===== src/hw/rtl/date_day_difference_assert.svh =====
// Assertion macros for the date day difference block.
// No dependencies; included by the top level only.
`ifndef DATE_DAY_DIFFERENCE_ASSERT_SVH
`define DATE_DAY_DIFFERENCE_ASSERT_SVH

`ifndef SYNTHESIS
`define DDD_ASSERT(label, clk, rstn, prop) \
    label: assert property (@(posedge clk) disable iff (!rstn) prop) \
        else $error("ddd assertion failed");
`define DDD_ASSERT_RST(label, clk, prop) \
    label: assert property (@(posedge clk) prop) \
        else $error("ddd reset assertion failed");
`else
`define DDD_ASSERT(label, clk, rstn, prop)
`define DDD_ASSERT_RST(label, clk, prop)
`endif

`endif


===== src/hw/rtl/ddd_pkg.sv =====
// Shared widths, calendar tables and pipeline control type for the date day difference block.
// No dependencies.
package ddd_pkg;

    localparam int DAY_W      = 5;
    localparam int MON_W      = 4;
    localparam int YEAR_W     = 14;
    localparam int DOY_W      = 9;
    localparam int NUM_W      = 22;
    localparam int DIFF_W     = 23;
    localparam int Q_W        = 8;
    localparam int RECIP_W    = 13;
    localparam int RECIP_100  = 5243;
    localparam int RECIP_SH   = 19;
    localparam int CENTURY    = 100;
    localparam int DAYS_YEAR  = 365;
    localparam int YEAR_MIN   = 1;
    localparam int YEAR_MAX   = 9999;
    localparam int MON_MAX    = 12;
    localparam int MON_FEB    = 2;
    localparam int FEB_LEAP   = 29;
    localparam int MAX_DIFF   = 3652058;

    localparam int S_DATA_W   = 48;
    localparam int M_DATA_W   = 24;

    typedef struct packed {
        logic ld1;
        logic ld2;
    } ddd_ctrl_t;

    // Month length in a common year; zero for codes that are not months.
    function automatic logic [DAY_W-1:0] month_len(input logic [MON_W-1:0] m);
        logic [DAY_W-1:0] len;
        unique case (m)
            4'd1, 4'd3, 4'd5, 4'd7, 4'd8, 4'd10, 4'd12: len = DAY_W'(31);
            4'd4, 4'd6, 4'd9, 4'd11:                     len = DAY_W'(30);
            4'd2:                                        len = DAY_W'(28);
            default:                                     len = '0;
        endcase
        return len;
    endfunction

    // Days from 1 March to the first of month m, year taken to start in March.
    function automatic logic [DOY_W-1:0] march_offset(input logic [MON_W-1:0] m);
        logic [DOY_W-1:0] off;
        unique case (m)
            4'd3:    off = DOY_W'(0);
            4'd4:    off = DOY_W'(31);
            4'd5:    off = DOY_W'(61);
            4'd6:    off = DOY_W'(92);
            4'd7:    off = DOY_W'(122);
            4'd8:    off = DOY_W'(153);
            4'd9:    off = DOY_W'(184);
            4'd10:   off = DOY_W'(214);
            4'd11:   off = DOY_W'(245);
            4'd12:   off = DOY_W'(275);
            4'd1:    off = DOY_W'(306);
            4'd2:    off = DOY_W'(337);
            default: off = '0;
        endcase
        return off;
    endfunction

endpackage


===== src/hw/rtl/ddd_day_number.sv =====
// Two-stage day number unit: one Gregorian date to a March-based day count plus validity.
// Depends on ddd_pkg.
module ddd_day_number (
    input  logic                       aclk,
    input  ddd_pkg::ddd_ctrl_t         ctrl,
    input  logic [ddd_pkg::DAY_W-1:0]  day,
    input  logic [ddd_pkg::MON_W-1:0]  month,
    input  logic [ddd_pkg::YEAR_W-1:0] year,
    output logic [ddd_pkg::NUM_W-1:0]  num,
    output logic                       ok
);
    import ddd_pkg::*;

    localparam int PROD_W = YEAR_W + RECIP_W;
    localparam int SUM_W  = NUM_W + 2;

    // stage 1
    logic [YEAR_W-1:0] ya_next, ya_reg;
    logic [YEAR_W-1:0] y_reg;
    logic [Q_W-1:0]    qa_next, qa_reg;
    logic [Q_W-1:0]    qy_next, qy_reg;
    logic [DOY_W-1:0]  doy_next, doy_reg;
    logic              base_ok_next, base_ok_reg;
    logic              need_leap_next, need_leap_reg;
    logic [PROD_W-1:0] prod_a, prod_y;
    logic [DAY_W-1:0]  len;
    logic              is_feb;

    // stage 2
    logic [YEAR_W-1:0] hund;
    logic              div100, leap;
    logic [SUM_W-1:0]  sum;
    logic [NUM_W-1:0]  num_next, num_reg;
    logic              ok_next, ok_reg;

    always_comb begin
        is_feb         = (month == MON_W'(MON_FEB));
        ya_next        = (month <= MON_W'(MON_FEB)) ? year - YEAR_W'(1) : year;
        prod_a         = PROD_W'(ya_next) * PROD_W'(RECIP_100);
        prod_y         = PROD_W'(year) * PROD_W'(RECIP_100);
        qa_next        = prod_a[RECIP_SH +: Q_W];
        qy_next        = prod_y[RECIP_SH +: Q_W];
        doy_next       = march_offset(month) + DOY_W'(day) - DOY_W'(1);
        len            = month_len(month);
        need_leap_next = is_feb && (day == DAY_W'(FEB_LEAP));
        base_ok_next   = (month >= MON_W'(1)) && (month <= MON_W'(MON_MAX))
                      && (year >= YEAR_W'(YEAR_MIN)) && (year <= YEAR_W'(YEAR_MAX))
                      && (day != '0) && ((day <= len) || need_leap_next);
    end

    always_ff @(posedge aclk) begin
        if (ctrl.ld1) begin
            ya_reg        <= ya_next;
            y_reg         <= year;
            qa_reg        <= qa_next;
            qy_reg        <= qy_next;
            doy_reg       <= doy_next;
            base_ok_reg   <= base_ok_next;
            need_leap_reg <= need_leap_next;
        end
    end

    always_comb begin
        hund     = YEAR_W'(qy_reg) * YEAR_W'(CENTURY);
        div100   = (y_reg == hund);
        leap     = ((y_reg[1:0] == 2'b00) && !div100) || (div100 && (qy_reg[1:0] == 2'b00));
        ok_next  = base_ok_reg && (!need_leap_reg || leap);
        sum      = SUM_W'(ya_reg) * SUM_W'(DAYS_YEAR) + SUM_W'(ya_reg >> 2)
                 + SUM_W'(qa_reg >> 2) + SUM_W'(doy_reg) - SUM_W'(qa_reg);
        num_next = sum[NUM_W-1:0];
    end

    always_ff @(posedge aclk) begin
        if (ctrl.ld2) begin
            num_reg <= num_next;
            ok_reg  <= ok_next;
        end
    end

    assign num = num_reg;
    assign ok  = ok_reg;

endmodule


===== src/hw/rtl/date_day_difference.sv =====
// Date day difference: signed days between two Gregorian dates. Uses ddd_pkg, ddd_day_number.
// Each accepted transaction passes the split, day number and difference registers to m_tvalid.
// Throughput: one transaction per cycle unless m_tready stalls; three register stages, each with
// its own valid bit, hold the constant-multiply century split, day number sum and difference.
// Reset: synchronous active-low aresetn clears all stage valid bits; data registers keep contents.
module date_day_difference (
    input  logic                         aclk,
    input  logic                         aresetn,
    input  logic                         s_tvalid,
    output logic                         s_tready,
    // start_day, start_month, start_year, end_day, end_month, end_year, zero pad
    input  logic [ddd_pkg::S_DATA_W-1:0] s_tdata,
    output logic                         m_tvalid,
    input  logic                         m_tready,
    // day_difference, zero pad
    output logic [ddd_pkg::M_DATA_W-1:0] m_tdata,
    // invalid_date
    output logic                         m_tuser
);
    import ddd_pkg::*;

    logic              v1_reg, v1_next, v2_reg, v2_next, v3_reg, v3_next;
    logic              adv1, adv2, adv3;
    ddd_ctrl_t         ctrl;
    logic [NUM_W-1:0]  ns, ne;
    logic              oks, oke;
    logic [DIFF_W-1:0] diff_next, diff_reg;
    logic              inv_next, inv_reg;

    assign adv3     = !v3_reg || m_tready;
    assign adv2     = !v2_reg || adv3;
    assign adv1     = !v1_reg || adv2;
    assign s_tready = adv1;
    assign ctrl     = '{ld1: adv1, ld2: adv2};

    ddd_day_number u_start (
        .aclk  (aclk),
        .ctrl  (ctrl),
        .day   (s_tdata[4:0]),
        .month (s_tdata[8:5]),
        .year  (s_tdata[22:9]),
        .num   (ns),
        .ok    (oks)
    );

    ddd_day_number u_end (
        .aclk  (aclk),
        .ctrl  (ctrl),
        .day   (s_tdata[27:23]),
        .month (s_tdata[31:28]),
        .year  (s_tdata[45:32]),
        .num   (ne),
        .ok    (oke)
    );

    always_comb begin
        v1_next   = adv1 ? s_tvalid : v1_reg;
        v2_next   = adv2 ? v1_reg : v2_reg;
        v3_next   = adv3 ? v2_reg : v3_reg;
        inv_next  = !(oks && oke);
        diff_next = inv_next ? '0 : DIFF_W'({1'b0, ne}) - DIFF_W'({1'b0, ns});
    end

    always_ff @(posedge aclk) begin
        if (!aresetn) begin
            v1_reg <= 1'b0;
            v2_reg <= 1'b0;
            v3_reg <= 1'b0;
        end else begin
            v1_reg <= v1_next;
            v2_reg <= v2_next;
            v3_reg <= v3_next;
        end
    end

    always_ff @(posedge aclk) begin
        if (adv3) begin
            diff_reg <= diff_next;
            inv_reg  <= inv_next;
        end
    end

    assign m_tvalid = v3_reg;
    assign m_tdata  = {{(M_DATA_W-DIFF_W){1'b0}}, diff_reg};
    assign m_tuser  = inv_reg;

`include "date_day_difference_assert.svh"

    `DDD_ASSERT(a_invalid_zero, aclk, aresetn, m_tvalid && m_tuser |-> diff_reg == '0)
    `DDD_ASSERT(a_stall_full, aclk, aresetn, !s_tready |-> v1_reg && v2_reg && v3_reg)
    `DDD_ASSERT(a_no_invent, aclk, aresetn, m_tvalid && m_tready && !v2_reg |=> !m_tvalid)
    `DDD_ASSERT(a_diff_range, aclk, aresetn,
        m_tvalid |-> ($signed(diff_reg) <= MAX_DIFF) && ($signed(diff_reg) >= -MAX_DIFF))
    `DDD_ASSERT_RST(a_reset_clear, aclk, !aresetn |=> !v1_reg && !v2_reg && !v3_reg)

endmodule

===== config.mk =====
export PLATFORM = sky130hd
export DESIGN_NAME = date_day_difference
export DESIGN_NICKNAME = d
export VERILOG_FILES = /design/src/hw/rtl/ddd_pkg.sv /design/src/hw/rtl/ddd_day_number.sv /design/src/hw/rtl/date_day_difference.sv
export VERILOG_INCLUDE_DIRS = /design/src /design/src/hw/rtl
export SDC_FILE = /design/constraint.sdc
export NUM_CORES = 2
export LEC_CHECK = 0
export BUFFER_PORTS_ARGS = -buffer_cell sky130_fd_sc_hd__buf_4
export CELL_PAD_IN_SITES_DETAIL_PLACEMENT = 1
export CELL_PAD_IN_SITES_GLOBAL_PLACEMENT = 1
export CORE_ASPECT_RATIO = 0.8
export CORE_UTILIZATION = 55
export DETAILED_ROUTE_END_ITERATION = 10
export PLACE_DENSITY_LB_ADDON = 0.3
export SYNTH_ARGS = -nofsm -noshare
export SYNTH_HDL_FRONTEND = slang
export SYNTH_HIERARCHICAL = 1
export SYNTH_SLANG_ARGS = --single-unit

===== constraint.sdc =====
create_clock -name aclk -period 12.4 [get_ports aclk]
set_clock_uncertainty 0.1 [all_clocks]
set_input_delay 1.24 -clock aclk [delete_from_list [all_inputs] [get_ports aclk]]
set_output_delay 1.24 -clock aclk [all_outputs]
set_load 0.1 [all_outputs]

# ---- After elaboration in Yosys (flattened, before gate mapping)
# Memories as Yosys holds them, arrays and structs flattened.
# Cells that the tools add are included.
# Widths: inputs -> output; s select.
dict set report word_totals {
  ff_bits 183
  latchBits 0
  ramBits 0
  rom_bits 448
  inputBits 52
  out_inout_bits 27
  word_cells 112
  mem_count 4
}
# name words word_bits read_ports rd_clocked_by_memory_dff wr line_no
set memory_table {}
lappend memory_table {{(name not given)} 16 9 1 0 0 ddd_pkg.sv:47} ;# unique case (m)
lappend memory_table {{(name not given)} 16 9 1 0 0 ddd_pkg.sv:47}
lappend memory_table {{(name not given)} 16 5 1 0 0 ddd_pkg.sv:35} ;# unique case (m)
lappend memory_table {{(name not given)} 16 5 1 0 0 ddd_pkg.sv:35}
dict set report op_classes {
  add_sub_neg 15
  mul 8
  n_div 0
  n_lt_le_gt_ge 12
  n_eq_ne 6
  n_shift 0
  mux 2
  bitwise 0
  n_reduce_logical 42
}
# cell count
set ops {}
lappend ops {{$mul 14x13->27 const B} 4}
lappend ops {{$add 22x12->22} 2}
lappend ops {{$add 22x6->22} 2}
lappend ops {{$add 22x9->22} 2}
lappend ops {{$mul 14x9->22 const B} 2}
lappend ops {{$sub 22x8->22} 2}
lappend ops {{$eq 14x14->1} 2}
lappend ops {{$ge 14x1->1 const B} 2}
lappend ops {{$le 14x14->1 const B} 2}
lappend ops {{$mux 14} 2}
lappend ops {{$sub 14x1->14 const B} 2}
lappend ops {{$mul 8x5->12 const B} 2}
lappend ops {{$sub 22x22->23} 1}
lappend ops {{$logic_and 1x1->1} 19}
lappend ops {{$add 9x5->9} 2}
lappend ops {{$sub 9x1->9 const B} 2}
lappend ops {{$eq 5x5->1 const B} 2}
lappend ops {{$le 5x5->1} 2}
lappend ops {{$reduce_bool 5->1} 2}
lappend ops {{$logic_or 1x1->1} 9}
lappend ops {{$eq 4x2->1 const B} 2}
lappend ops {{$ge 4x1->1 const B} 2}
lappend ops {{$le 4x2->1 const B} 2}
lappend ops {{$le 4x4->1 const B} 2}
lappend ops {{other kinds (2)} 12}

# ---- Longest topological paths before layout
dict set report depth {
  depth_word 7
  mapped_depth 27
}

# ---- Hierarchy
# Netlist, hierarchy kept.
# module instances cells_per_inst area_per_inst_um2 seq_area_each_um2
set modules_own_cells {}
lappend modules_own_cells {{ddd_day_number at u_start} 1 1489 15289.7 2342.2}
lappend modules_own_cells {{ddd_day_number at u_end} 1 1467 15270.9 2342.2}
lappend modules_own_cells {date_day_difference 1 243 2274.7 780.7}

# ---- Worst setup path after synthesis
# No wires, ideal clock.
dict set report synth_timing {
  path_type {input port to flip-flop}
  startpoint {input port s_tdata[11] in the netlist's numbering}
  endpoint {register u_start.qa_reg[7], data pin}
  arrival_ns 7.246
  t_required_ns 12.165
  slack_ns 4.919
  path_stages 24
  path_cell_list {inv_1 ha_1 a21boi_0 o21a_1 o21ai_0 a21boi_0 o21ai_0 a21oi_1 xnor2_1 fa_1 ha_1 fa_1 inv_1 fa_1 fa_1 inv_1 ha_1 a21o_1 a21o_1 a221o_1 o31ai_2 a21oi_2 or4_1 nand3_1}
}
dict set report synth_via {
  elab_chain_len 3
}
# item line_no
set synth_rtl {}
lappend synth_rtl {{from (decl)} date_day_difference.sv:12} ;# input logic [ddd_pkg::S_DATA_W-1:0] s_tdata,
lappend synth_rtl {{$sub 14x1->14} ddd_day_number.sv:38} ;# ya_next = (month <= MON_W'(MON_FEB)) ? year - YEAR_W'(1) : year;
lappend synth_rtl {{$mux 14} ddd_day_number.sv:38}
lappend synth_rtl {{via u_start.ya_next[13]} ddd_day_number.sv:18} ;# logic [YEAR_W-1:0] ya_next, ya_reg;
lappend synth_rtl {{$mul 14x13->27} ddd_day_number.sv:39} ;# prod_a = PROD_W'(ya_next) * PROD_W'(RECIP_100);
lappend synth_rtl {{via u_start.prod_a[26]} ddd_day_number.sv:25} ;# logic [PROD_W-1:0] prod_a, prod_y;
lappend synth_rtl {{to (signal assigned)} ddd_day_number.sv:55} ;# qa_reg <= qa_next;
lappend synth_rtl {{to (decl)} ddd_day_number.sv:20} ;# logic [Q_W-1:0] qa_next, qa_reg;
# The timed path passes the listed nets, and every way through them passes these cells.
# A chain may end at the register's enable or synchronous reset.

# ---- Worst setup path after layout
dict set report layout_timing {
  startpoint {input port s_tdata[34] in the netlist's numbering}
  endpoint {register u_end.qa_reg[5], data pin}
}
dict set report layout_via {
  elab_chain_len 3
}
# item line_no
set layout_rtl {}
lappend layout_rtl {{$sub 14x1->14} ddd_day_number.sv:38}
lappend layout_rtl {{$mux 14} ddd_day_number.sv:38}
lappend layout_rtl {{via u_end.ya_next[11]} ddd_day_number.sv:18}
lappend layout_rtl {{$mul 14x13->27} ddd_day_number.sv:39}
lappend layout_rtl {{via u_end.prod_a[24]} ddd_day_number.sv:25}
lappend layout_rtl {{to (signal assigned)} ddd_day_number.sv:55}
lappend layout_rtl {{to (decl)} ddd_day_number.sv:20}
# The timed path passes the listed nets, and every way through them passes these cells.

==> reports/results.txt <==
status - complete, but fails checks
failing checks - design-rule violations
setup tns final - 0 ns
GRT Total Usage - 29.6%
number of buffers added on ports - 75
met1 usage - 37.5%
Num CTS Buffers - 17
crit path DAT - 8.21 ns
Final ANT Viol Nets - 0
max FFs per register - 23
Clock Path Buffers - 2
main combinational cell family by area after synthesis - adder cells
CTS sink count - 183
final-report max-slew violation count - 0
vias in the first global route - 25918
Yosys reg bits - 183
DR vias/cell - 5.54
CTS Root Cell - clkbuf_16
max cap viols - 0
n_diodes - 0
CTS tree - yes
CTS Hold Bufs - 0
DR WL/cell - 21.0 um
largest area contributor in the synthesized netlist - ha_1
most instantiated cells after synthesis - 895 x inv_1, 724 x ha_1, 431 x fa_1
Mapped Nets - 4406
Synth Instances - 3199
Post-synth EDFFs - 180
GR Layer Usage met2 - 52.9%
Die W - 275 um
die area - 60700 sq um
fin nets - 4493
share of the synthesized area in the top cell type - 27.6%
adder-cell share of the synthesized area - 53.9%
Fin. Hold Viols - 0
Die Y - 221 um
peak fanout along the critical path - 7
number of DRC markers in iteration 0 - 1018
Least-Margin Pin Slew - 1.16 ns
CTS H-tree depth - 4
element type at the critical path end - flop
FMAX - 124 MHz
Syn. warnings - 6
first-pass GRT wire length - 138000 um
netlist area before placement - 32800 sq um
pre-CTS WS - 3.84 ns
Initial DRT Pass Iterations - 7
worst skew pair latency - 0.49 ns
XOR/XNOR Fraction of Synth Area - 4.50%
Yosys cell types - 82
final setup vio count - 0
Rows - 79
Final WS setup - 4.32 ns
Main synth FF type - edfxtp_1
Synth area leaders - ha_1 28%, fa_1 26%, edfxtp_1 16%
min-delay worst type - reg2reg
DRC viols - 3
DPL Wire Length - 74000 um
crit start category - input pin
RSZ-0062 raised after global routing - false
synthesis-to-finish area growth - 6.38%
Seq/Total Area, Yosys - 16.6%
Max-Slew Margin vs Limit - 22.7%
fin crit share - 65.1%
antenna violations before repair - 0
overflow left after global routing - 0
# IOs - 79
met3 Track Usage GR - 3.62%
WS Path Type - in2reg
clock-pin transition on the worst setup and hold timing paths - 0.08 ns
layout cell share with drive strength beyond 1 - 4.70%
compound-cell area share of the yosys netlist - 8.43%
Filler Cell Count - 6443
CP required - 12.53 ns
starting density of the core - 56.0%
top-count cell post-synth - inv_1
Final Critical Period - 8.08 ns
simple-gate share of the synthesized area - 5.61%
post-synthesis mux area share - 0.408%
core area - 58600 sq um
Routed WL - 85500 um
RD Place Congestion - 0.936
vias post-DR - 22543
Resize count post-CTS - 0
Syn Area/Cell - 10.3 sq um
busiest layer in global routing - met2
largest net degree at the start of global routing - 60
final hold slack - 0.478 ns
Post-synth ARST share - 0%
Setup Fix Bufs, Post-CTS - 0
[placed cells by master, fill, tap and decap left out, types with 16 or more instances in the layout]
cell type / n
inv_1: 895
ha_1: 724
fa_1: 431
edfxtp_1: 180
xnor2_1: 121
a21oi_1: 96
nor2_1: 90
buf_4: 87
nand2_1: 81
o21ai_0: 66
a21o_1: 54
xor2_1: 42
nand3_1: 34
nor3_1: 31
o21a_1: 28
nand4_1: 23
nor2b_1: 22
o21bai_1: 20
and3_1: 17
clkbuf_16: 17
o211ai_1: 16
[routing by layer]
| layer | up-vias | wire length [um] | share of wire, % |
|---|---|---|---|
| met5 | - | 0 | 0 |
| met4 | 0 | 2050 | 2.4 |
| met3 | 115 | 2340 | 2.7 |
| met2 | 367 | 43600 | 51 |
| met1 | 11580 | 37600 | 44 |
| li1 | 10481 | - | - |
[worst paths after layout]
path | start | endpoint | slack (ns) | depth (start not counted)
max | s_tdata[34] | u_end/qa_reg[5]$_DFFE_PP_ | 4.32 | 25
min | v1_reg$_SDFFE_PN0P_ | v2_reg$_SDFFE_PN0P_ | 0.48 | 2
max reg2reg | u_start/ya_reg[5]$_DFFE_PP_ | u_start/num[19]$_DFFE_PP_ | 6.42 | 14
min reg2reg | v1_reg$_SDFFE_PN0P_ | v2_reg$_SDFFE_PN0P_ | 0.48 | 2
[logic make-up after synthesis]
group / count (synthesis)
AO/OA/AOI/OAI: 402
XOR/XNOR: 166
adder cells (fa/ha/maj): 1155
buffers and inverters: 914
flip-flops: 183
multiplexers: 12
other: 1
AND/OR/NAND/NOR: 366
[critical path, cell delays in order]
cell and delay (ns):
buf_4 0.16, inv_1 0.22, ha_1 0.19, a21boi_0 0.25, o21a_1 0.21, o21ai_2 0.09, a21oi_1 0.23, o21ai_0 0.15
xnor2_1 0.62, inv_1 0.35, fa_1 0.53, ha_1 0.32, fa_1 0.49, inv_1 0.06, fa_1 0.52, fa_1 0.56
inv_1 0.05, ha_1 0.34, a21oi_1 0.20, o211ai_1 0.17, a21o_1 0.22, a221oi_1 0.48, a21boi_0 0.21, o21ai_0 0.22
a21oi_1 0.10
[layout make-up]
type	instances	area, sq um	share of cell area (%)
repair buffers	87	653	1.87
well taps	769	962	2.75
clock inverters	14	135	0.387
inverters	895	3360	9.62
multi-input cells	2102	23900	68.5
clock buffers	18	429	1.23
flip-flops and latches	183	5470	15.6
[metrics by stage]
| stage | std cells | instance area (sq um) | utilization, % |
|---|---|---|---|
| finish | 4068 | 34900 | 59.6 |
| global route | 4068 | 34900 | 59.6 |
| CTS | 4068 | 34900 | 59.6 |
| detailed placement | 4036 | 34400 | 58.6 |
| global placement | 4036 | 34400 | 58.6 |
| floorplan | 3199 | 32800 | - |
Power is left out: the tool's default activity adds up to more than one toggle a clock period on the data nets, which glitch-free logic cannot reach.
